<file path="config.mk">
export PLATFORM = sky130hd
export DESIGN_NAME = ucs_front_flat
export DESIGN_NICKNAME = d
export VERILOG_FILES = /design/src/ucs_pkg.sv /design/src/ucs_in_if.sv /design/src/ucs_front.sv /design/src/flat_wrapper.sv
export SDC_FILE = /design/constraint.sdc
export NUM_CORES = 1
export LEC_CHECK = 0
export ABC_AREA = 1
export BUFFER_PORTS_ARGS = -buffer_cell sky130_fd_sc_hd__buf_4
export CAP_MARGIN = 0
export CORE_AREA = 4 4 41 43
export DETAILED_ROUTE_END_ITERATION = 10
export DIE_AREA = 0 0 45 47
export SLEW_MARGIN = 20
export SYNTH_ARGS = -nofsm -noshare
export SYNTH_HDL_FRONTEND = slang
export SYNTH_SLANG_ARGS = --single-unit
</file>
<file path="constraint.sdc">
create_clock -name vclk -period 0.8
set_input_delay 0 -clock vclk [all_inputs]
set_output_delay 0 -clock vclk [all_outputs]
set_load 0.01 [all_outputs]
</file>
<file path="src/ucs_pkg.sv">
// Shared types and constants of the character histogram.
`default_nettype none

package ucs_pkg;

  // Widths of the channel fields.
  localparam int CHAR_W  = 16;
  localparam int COUNT_W = 32;

  // Operation codes carried in the func field.
  localparam logic FUNC_COUNT  = 1'b0;
  localparam logic FUNC_REPORT = 1'b1;

  // Depth of the queue between the front and the back.
  localparam int QUEUE_DEPTH = 4;
  localparam int QPTR_W      = $clog2(QUEUE_DEPTH);

  typedef struct packed {
    logic              func;
    logic [CHAR_W-1:0] code;
  } op_t;

  // Status that the back reports to the front.
  typedef struct packed {
    logic clearing;
  } back_status_t;

endpackage

`default_nettype wire

</file>
<file path="src/ucs_in_if.sv">
// Input channel: valid/ready handshake carrying one count or report request.
`default_nettype none

interface ucs_in_if;
  logic                      valid;
  logic                      ready;
  logic                      func;
  logic [ucs_pkg::CHAR_W-1:0] char_code;

  modport source (output valid, output func, output char_code, input ready);
  modport sink   (input valid, input func, input char_code, output ready);
endinterface

`default_nettype wire

</file>
<file path="src/ucs_front.sv">
// Front end: takes requests, masks the code to the bin range and queues them.
`default_nettype none

module ucs_front #(
  parameter int CODE_BITS = 16
) (
  ucs_in_if.sink               items,
  input  ucs_pkg::back_status_t status,
  input  logic                 queue_full,
  output logic                 push,
  output ucs_pkg::op_t         push_data
);

  localparam logic [ucs_pkg::CHAR_W-1:0] CODE_MASK =
    ucs_pkg::CHAR_W'((1 << CODE_BITS) - 1);

  // Nothing is taken while the count store is being cleared.
  assign items.ready = !queue_full && !status.clearing;
  assign push        = items.valid && items.ready;

  always_comb begin
    push_data.func = items.func;
    // Report requests carry no code; a zero keeps the queue contents tidy.
    if (items.func == ucs_pkg::FUNC_COUNT) begin
      push_data.code = items.char_code & CODE_MASK;
    end else begin
      push_data.code = '0;
    end
  end

endmodule

`default_nettype wire

</file>
<file path="src/flat_wrapper.sv">
// flat-port wrapper written by rule: the top's interface ports become plain ports
module ucs_front_flat 
#(
  parameter int CODE_BITS = 16
)
  (status, queue_full, push, push_data, items_valid, items_func, items_char_code, items_ready);
  ucs_in_if items_i ();
  input  ucs_pkg::back_status_t status;
  input  logic queue_full;
  output logic push;
  output ucs_pkg::op_t push_data;
  input wire logic [$bits(items_i.valid)-1:0] items_valid;
  input wire logic [$bits(items_i.func)-1:0] items_func;
  input wire logic [$bits(items_i.char_code)-1:0] items_char_code;
  output wire logic [$bits(items_i.ready)-1:0] items_ready;
  assign items_i.valid = items_valid;
  assign items_i.func = items_func;
  assign items_i.char_code = items_char_code;
  assign items_ready = items_i.ready;
  ucs_front #(.CODE_BITS(CODE_BITS)) u_core (.items(items_i), .status(status), .queue_full(queue_full), .push(push), .push_data(push_data));
endmodule
</file>
# ---- Yosys cells after proc, flatten, opt, wreduce, memory -nomap -nowiden
# Index checks and enable logic that the tools add are counted.
dict set report op_classes {
  mux 1
  n_eq_ne 0
  shift 0
  reduce_logical 4
  n_addsub 0
  div 0
  mul 0
  n_lt_le_gt_ge 0
  bitwise_logic 0
}
# operator n
set ops {}
lappend ops {{2-to-1 mux 16 bit} 1}
lappend ops {{logical AND 1 bit} 2}
lappend ops {{zero test 1 bit} 2}
dict set report totals {
  word_cells 5
  mem_bits_ro 0
  in_bits 20
  ram_bits 0
  register_bits 0
  output_inout_bits 19
  n_memories 0
  latchBits 0
}

# ---- Longest topological paths before layout
dict set report logic_depth {
  word_depth 3
  mapped_depth 3
  depth_no_buf 3
}

# ---- Worst setup path after synthesis
# Ideal clock, no wire load.
dict set report synth_path {
  kind {input to output}
  from {input port items_func}
  to {output port push_data[3] in the netlist's numbering}
  path_buffers 2
  setup_slack_ns 0.385
  t_arrival_ns 0.415
  path_stages 3
  required_ns 0.800
  cell_sequence {buf_6 -> buf_8 -> nor2_1}
}
# item line
set synth_lines {}
lappend synth_lines {{start, declared} flat_wrapper.sv:13} ;# input wire logic [$bits(items_i.func)-1:0] items_func;
lappend synth_lines {{end, declared} flat_wrapper.sv:11} ;# output ucs_pkg::op_t push_data;

==> flow_summary.yaml <==
power:
  p_leak_nw: 0.338
  p_seq_frac: 0
  p_per_area_mw_per_mm2: 497
  switching_power_w: 0.0000926
  power_frac_clock: 0
  total_power_w: 0.000230
  peakVddDrop_v: 0.000163
  power_switching_share: 0.403
  intPower_w: 0.000137
  power_frac_comb: 1.000
sta:
  worst_slack_ps: 378
  period_minus_slack_ps: 422
  slew_headroom: 0.882
  tns_ps: 0
  period_share: 0.528
  drv_slew: 0
  hold_ws_ps: 288
  worst_slew_pin_slew_ps: 177
  rsz0062_at_grt: "no"
  finalHoldViolCount: 0
  setup-violations-final: 0
  max_clock_freq_mhz: 2370
setup_path:
  critical_path.max_fanout: 17
  cp_common_cell: "buf_4"
  cp_top_family: "buffers and inverters"
  path_buf_inv: 2
  cp_slowest_cell: "buf_4"
  cp-end-kind: "output pin"
  cp.required_ps: 800
  slowest_delay_ps: 170
  critPathKind: "in2out"
  cp-start-kind: "input pin"
  crit_chain: "buf_4, nor2_1, buf_4"
  cp.arrival_ps: 420
floorplan:
  die-area_mm2: 0.00212
  die_h_um: 47
  die_w_um: 45
  initial_core_util: 0.141
  core_mm2: 0.00130
  io_pins: 39
  core.rowCount: 13
layout:
  seq_area_um2: 0
  n_clock_buffer: 0
  diodes: 0
  fillers: 153
  final_nets: 99
  final_layout_size_suffix_gt1_frac: 0.545
  multi_input_area_um2: 75.1
  seq_cells: 0
  area_growth_pct: 151
  stdcell_area_um2: 462
synth:
  synth.distinct_cells: 7
  synth-adder-area-share: 0
  synthMuxAreaShare: 0
  synth-simple-area-share: 0.408
  syn_nets: 61
  synth_top_family_by_area: "buffers and inverters"
  netlist_area_um2: 184
  avgSynthCellArea_um2: 4.49
  yosys_warnings: 0
  syn_inst: 41
  synth_compound_area_frac: 0
  ys_seq_area_frac: 0
  synthXorXnorAreaFrac: 0
outcome:
  outcome: "complete, no violations"
run:
  drv_cap: 0
routing:
  vias: 324
  first_iter_violations: 2
  post_drt_wl_per_cell_um: 7.87
  drc: 0
  routed_via_density: 3.52
  first_pass_iters: 2
  ant_nets: 0
  routed_wl_um: 724
placed_design:
  postPlaceCellArea_um2: 462
  dp_slack_ps: 370
  dp_hpwl_um: 633
  place.port_buffers: 39
  gp_congestion: 0.582
global_routing:
  grt_pass1_wl_um: 1000
  grt_max_degree: 18
  antenna_found_initial: 0
  overflow: 0
  grt.total_usage: 0.0582
  grt_pass1_vias: 256
clocking:
  ctsHoldBuffers: 0
  cts_resized: 0
  cts_setup_buffers: 0
worst_hold_path:
  hp-class: "in2out"
[through the flow]
stage           util  cells
2_1_floorplan      -     41
3_3_place_gp   0.355     92
3_5_place_dp   0.355     92
4_1_cts        0.355     92
5_1_grt        0.355     92
6_report       0.355     92
[metal layers]
metal / wire length [µm] / track usage / up-vias
met5: 0 / 0 / -
met4: 0 / 0 / 0
met3: 184 / 0.0153 / 0
met2: 301 / 0.116 / 29
met1: 237 / 0.0652 / 123
li1: - / - / 172
[cells in the final DEF (no fill, tap or decap)]
cell	count
inv_1	20
nor2_1	14
buf_4	39
nand2_1	1
nor2_2	3
[cell usage after synthesis, drive strengths merged]
| library cell | count | area [µm²] |
|---|---|---|
| inv | 20 | 75.1 |
| buf | 3 | 33.8 |
| nand2 | 1 | 3.75 |
| nor2 | 17 | 71.3 |
[cells by family after synthesis]
logic type,after synthesis
buffers and inverters,23
AND/OR/NAND/NOR,18
[cell type report]
class / instances / area share
inverter: 20 / 0.163
tap: 15 / 0.0407
timing repair buffer: 39 / 0.634
multi-input combinational: 18 / 0.163
[power groups by stage]
stage	logic [W]	registers, W	clock network [W]
floorplan	0.0000958	0	0
global placement	0.000229	0	0
detailed placement	0.000233	0	0
CTS	0.000233	0	0
global route	0.000254	0	0
finish	0.000230	0	0
[worst paths after layout]
check                            from            end  slack [ps]  depth (start not counted)
setup / recovery           items_func   push_data[6]         380                          3
hold / removal    items_char_code[10]  push_data[10]         290                          4
Power figures use the tool's default switching activity.
