<file path="config.mk">
export PLATFORM = sky130hd
export DESIGN_NAME = ucs_fifo
export DESIGN_NICKNAME = d
export VERILOG_FILES = /design/src/ucs_pkg.sv /design/src/ucs_fifo.sv
export SDC_FILE = /design/constraint.sdc
export NUM_CORES = 1
export LEC_CHECK = 0
export BUFFER_PORTS_ARGS = -buffer_cell sky130_fd_sc_hd__buf_2
export CAP_MARGIN = 20
export CORE_ASPECT_RATIO = 0.9
export CORE_UTILIZATION = 45
export CTS_BUF_LIST = sky130_fd_sc_hd__clkbuf_16
export CTS_CLUSTER_SIZE = 10
export DETAILED_ROUTE_END_ITERATION = 10
export PLACE_DENSITY = 0.73
export SETUP_SLACK_MARGIN = 0.5
export SYNTH_ARGS = -nofsm -noshare
export SYNTH_HDL_FRONTEND = slang
export SYNTH_SLANG_ARGS = --single-unit
</file>
<file path="constraint.sdc">
create_clock -name clk -period 3.75 [get_ports clk]
set_input_delay 0.5625 -clock clk [delete_from_list [all_inputs] [get_ports clk]]
set_output_delay 0.5625 -clock clk [all_outputs]
set_load 0.1 [all_outputs]
</file>
<file path="src/ucs_pkg.sv">
// Shared types and constants of the character histogram.
`default_nettype none

package ucs_pkg;

  // Widths of the channel fields.
  localparam int CHAR_W  = 16;
  localparam int COUNT_W = 32;

  // Operation codes carried in the func field.
  localparam logic FUNC_COUNT  = 1'b0;
  localparam logic FUNC_REPORT = 1'b1;

  // Depth of the queue between the front and the back.
  localparam int QUEUE_DEPTH = 4;
  localparam int QPTR_W      = $clog2(QUEUE_DEPTH);

  typedef struct packed {
    logic              func;
    logic [CHAR_W-1:0] code;
  } op_t;

  // Status that the back reports to the front.
  typedef struct packed {
    logic clearing;
  } back_status_t;

endpackage

`default_nettype wire

</file>
<file path="src/ucs_fifo.sv">
// Short operation queue between the front and the back.
`default_nettype none

module ucs_fifo (
  input  logic         clk,
  input  logic         rst,
  input  logic         push,
  input  ucs_pkg::op_t push_data,
  input  logic         pop,
  output logic         full,
  output logic         not_empty,
  output ucs_pkg::op_t head
);

  ucs_pkg::op_t                   slots [ucs_pkg::QUEUE_DEPTH];
  logic [ucs_pkg::QPTR_W-1:0]     wr_ptr;
  logic [ucs_pkg::QPTR_W-1:0]     rd_ptr;
  logic [ucs_pkg::QPTR_W:0]       fill;

  assign full      = (fill == (ucs_pkg::QPTR_W + 1)'(ucs_pkg::QUEUE_DEPTH));
  assign not_empty = (fill != '0);
  assign head      = slots[rd_ptr];

  always_ff @(posedge clk) begin
    if (rst) begin
      wr_ptr <= '0;
      rd_ptr <= '0;
      fill   <= '0;
    end else begin
      if (push) begin
        wr_ptr <= wr_ptr + 1'b1;
      end
      if (pop) begin
        rd_ptr <= rd_ptr + 1'b1;
      end
      if (push && !pop) begin
        fill <= fill + 1'b1;
      end else if (pop && !push) begin
        fill <= fill - 1'b1;
      end
    end
  end

  always_ff @(posedge clk) begin
    if (push) begin
      slots[wr_ptr] <= push_data;
    end
  end

endmodule

`default_nettype wire

</file>
Yosys cells after proc, flatten, opt, wreduce, memory -nomap -nowiden
Memories as Yosys holds them, arrays and structs flattened. A register that Yosys moved wholly into a read port is not among the register bits.
Index checks and enable logic that the tools add are counted.
{"block": "totals", "latchBits": 0, "out_inout_bits": 19, "register_bits": 7, "romBits": 0, "mem_bits_rw": 68, "mem_count": 1}
{"block": "op_classes", "addsub": 4, "n_lt_le_gt_ge": 0, "eq_ne": 1, "reduce_logical": 6, "multipliers": 0, "n_bitwise": 0, "div_mod_pow": 0, "mux": 6, "shifts": 0}
{"memory": "slots", "depth": 4, "width": 17, "read_ports": 1, "rd_ports_with_merged_regs": 1, "wr": 1, "line": "ucs_fifo.sv:15", "rtl": "ucs_pkg::op_t slots [ucs_pkg::QUEUE_DEPTH];"}
{"operator": "3-bit 2-to-1 mux", "count": 2}
{"operator": "2-bit by 1-bit adder with 2-bit output, second input constant", "count": 2}
{"operator": "2-bit 2-to-1 mux", "count": 2}
{"operator": "3-bit by 1-bit adder with 3-bit output, second input constant", "count": 1}
{"operator": "3-bit equality test, second input constant", "count": 1}
{"operator": "3-bit nonzero test", "count": 1}
{"operator": "3-bit by 1-bit subtractor with 3-bit output, second input constant", "count": 1}
{"operator": "1-bit logical AND", "count": 2}
{"operator": "1-bit zero test", "count": 2}
{"operator": "1-bit 2-to-1 mux", "count": 2}
{"operator": "2-bit nonzero test", "count": 1}

Depth between registers and ports, before layout
{"block": "depth", "ltp_word": 4, "ltp_mapped": 7, "depth_no_buf": 7}

Least setup slack after synthesis
OpenSTA, ideal clock, no wires.
{"block": "synth_timing", "path_kind": "register to output", "startpoint": "register fill[0] (netlist bit)", "endpoint": "output full", "t_required_ns": 3.188, "path_stages_with_launch": 2, "arrival_ns": 2.547, "slack_ns": 0.640, "path_cell_list": "dfxtp_1 -> nor3b_1"}
{"block": "synth_via", "elab_chain_len": 1}
{"element": "start: declaration", "line": "ucs_fifo.sv:18", "rtl": "logic [ucs_pkg::QPTR_W:0] fill;"}
{"element": "start signal: assignment", "line": "ucs_fifo.sv:37", "rtl": "fill <= fill + 1'b1;"}
{"element": "start signal: assignment", "line": "ucs_fifo.sv:39", "rtl": "fill <= fill - 1'b1;"}
{"element": "3-bit equality test", "line": "ucs_fifo.sv:20", "rtl": "assign full = (fill == (ucs_pkg::QPTR_W + 1)'(ucs_pkg::QUEUE_DEPTH));"}
{"element": "end: declaration", "line": "ucs_fifo.sv:10", "rtl": "output logic full,"}
No other way between the ends.

==> metrics.csv <==
stage,metric,value,unit
outcome,status,completed,
worst_setup_path,crit-path leading delay family,buffers and inverters,
placed_design,port buffer count,39,
global_route,largest net degree at the start of global routing,18,
worst_setup_path,worst path buffer plus inverter count,2,
clocking,worst-case clock buffer depth,2,
timing,Worst Max-Slew Pin Slew,918,ps
clocking,H-Tree Depth,3,
yosys,Post-Syn Area,2920,µm²
worst_setup_path,CP max stage cell,dfxtp_1,
timing,fmax,0.369,GHz
global_route,total congestion overflow,0,
floorplanning,die width,87.0,µm
timing,setup_tns,0,ps
timing,crit share post-route,0.723,
worst_setup_path,critical path class,reg -> out,
clocking,Worst-Skew Late Latency,320,ps
route,initial DRC count,66,
worst_setup_path,Crit path arrival time,2150,ps
placed_design,DP Wirelength,3030,µm
worst_setup_path,"Max FO, Critical Path",10,
route,Via Count,1352,
final_layout,register area,2220,µm²
clocking,CTS sink cnt,77,
yosys,Yosys top cell by area,edfxtp_1,
clocking,post-CTS sizing,0,
yosys,Post-Syn Instances,133,
timing,Pins Over Slew Limit,0,
floorplanning,Rows,27,
clocking,CTS Root Buffer Type,clkbuf_16,
global_route,gr usage total,0.155,
clocking,CTS tree,done,
worst_setup_path,CP cell instances,buf_4 -> mux4_1 -> buf_2,
worst_setup_path,Critical Path RT,3190,ps
yosys,yosys warns,0,
timing,Final Skew,4.97,ps
clocking,Post-CTS Repair Setup Buffers,0,
clocking,"Reg clk slew, reported paths",50,ps
timing,Hold Fails Final Rpt,0,
route,drt pass-1 iters,4,
yosys,synthesis-stage register bit count,77,
clocking,cts hold-fix bufs,0,
floorplanning,Initial Utilization,0.473,
final_layout,# diodes,0,
power,PD cells,620,nW/µm²
yosys,Syn Area/Cell,22.0,µm²
timing,Setup-failing EPs final,0,
yosys,Mapped Nets,160,
placed_design,Post-Place Cells,255,
yosys,Unique masters post-synth,21,
flow_run,Max Cap Violations,0,
final_layout,synth-to-layout area growth,17.6,%
route,# DRC,0,
yosys,sequential area share after synthesis,0.760,
power,worst vdd ir,0.287,mV
timing,Relative slew margins,0.388,
final_layout,Filler cells,471,
global_route,vias in the first global route,1458,
global_route,antenna violations before repair,0,
floorplanning,die area,6820,µm²
timing,Hold Slack,459,ps
final_layout,Multi-input gate area,641,µm²
global_route,global-route wire length before repair,7280,µm
worst_setup_path,Critical Path End Type,output port,
final_layout,Post-Layout Cell Count,269,
floorplanning,Core Footprint,6180,µm²
yosys,"top cells by area, synth","edfxtp_1 (70%), mux4_2 (7.7%), mux4_1 (6.3%)",
final_layout,share of post-route cells with drive strength above 1,0.330,
route,routed wire length per instance,17.4,µm
timing,RSZ-0062 raised after global routing,false,
worst_setup_path,startpoint types,register,
route,routed vias/inst,5.03,
placed_design,gp weighted congestion,0.636,
worst_hold_path,Hold Crit Class,in -> reg,
final_layout,Nets,206,
floorplanning,I/O pin count,40,
route,Post-Route WL,4680,µm
timing,post-route minimum period,2710,ps
route,Post-DRT Antenna Nets,0,
worst_setup_path,crit-path max cell delay,590,ps
power,leakage power,1.23,nW
yosys,Synth top area share,0.699,
floorplanning,die height,78.5,µm
clocking,TritonCTS buffer count,9,
==> cell usage after synthesis <==
master / instances
nand2_1: 1
xor2_1: 3
mux4_2: 10
nor2_1: 7
edfxtp_1: 68
xnor2_1: 2
nor3b_1: 1
inv_1: 4
mux2i_1: 2
ha_1: 5
fa_1: 1
or3_1: 2
buf_12: 1
a21oi_1: 1
o21ai_0: 1
mux4_1: 7
buf_2: 2
buf_6: 1
clkbuf_1: 1
dfxtp_1: 9
and2_1: 4
==> per-stage QoR <==
stage	setup slack, ps	util	cell area [µm²]	total power [W]
CTS	976	0.556	3440	0.00216
floorplan	640	-	2920	0.00137
finish	1040	0.556	3440	0.00213
global route	913	0.556	3440	0.00220
detailed placement	1330	0.516	3190	0.00144
global placement	1400	0.516	3190	0.00143
==> routing by layer <==
layer / part of all wire / up-vias / global-route usage
met2: 0.54 / 37 / 0.275
met5: 0 / - / 0
met4: 0 / 0 / 0.0650
met3: 0.044 / 0 / 0.0536
met1: 0.41 / 691 / 0.166
li1: - / 624 / -
==> registers in the layout, indices dropped and copies added, names as in the netlist, named ones only <==
signal,flops
wr_ptr,2
fill,3
slots,68
rd_ptr,2
==> where the power goes <==
part           internal, W  switching (W)  total (W)
Combinational    0.0000902       0.000323   0.000413
Sequential        0.000984      0.0000274    0.00101
Clock             0.000429       0.000278   0.000708
==> cells by family (layout without fill, tap and decap cells) <==
family | count (synthesis) | in the layout | share of synthesized area
adders and majority gates | 6 | 6 | 0.0283
DFF | 77 | 77 | 0.760
AOI/OAI and AO/OA | 2 | 2 | 0.00342
buffers and inverters | 9 | 58 | 0.0205
and+or+nand+nor | 15 | 15 | 0.0257
muxes | 19 | 19 | 0.147
xor gates and xnor gates | 5 | 5 | 0.0150
==> cell type report <==
type | count | area share
Sequential cell | 77 | 0.647
Timing Repair Buffer | 40 | 0.0590
Inverter | 4 | 0.00437
Tap cell | 87 | 0.0317
Clock buffer | 9 | 0.0655
Multi-Input combinational cell | 47 | 0.186
Clock inverter | 5 | 0.00655
==> placed cells by master (no fill, tap or decap), drive strengths merged <==
master    Yosys  routed
mux4         17      17
a21oi         1       1
nor3b         1       1
clkinv        0       2
o21ai         1       1
dfxtp         9       9
nor2          7       7
clkbuf        1       9
inv           4       6
xnor2         2       2
buf           4      40
or3           2       2
ha            5       5
mux2i         2       2
xor2          3       3
fa            1       1
and2          4       4
nand2         1       1
edfxtp       68      68
clkinvlp      0       1
==> final timing paths <==
check	cells past startpoint	slack, ps	start	endpoint
max	3	1040	register	head[12]
min	1	460	push_data[7]	slots[0][7]$_DFFE_PP_
max reg2reg	2	2030	wr_ptr[1]$_SDFFE_PP0P_	slots[3][16]$_DFFE_PP_
min reg2reg	2	530	fill[2]$_SDFFE_PP0P_	fill[2]$_SDFFE_PP0P_
Note: power is estimated with default switching activity, not from simulation.
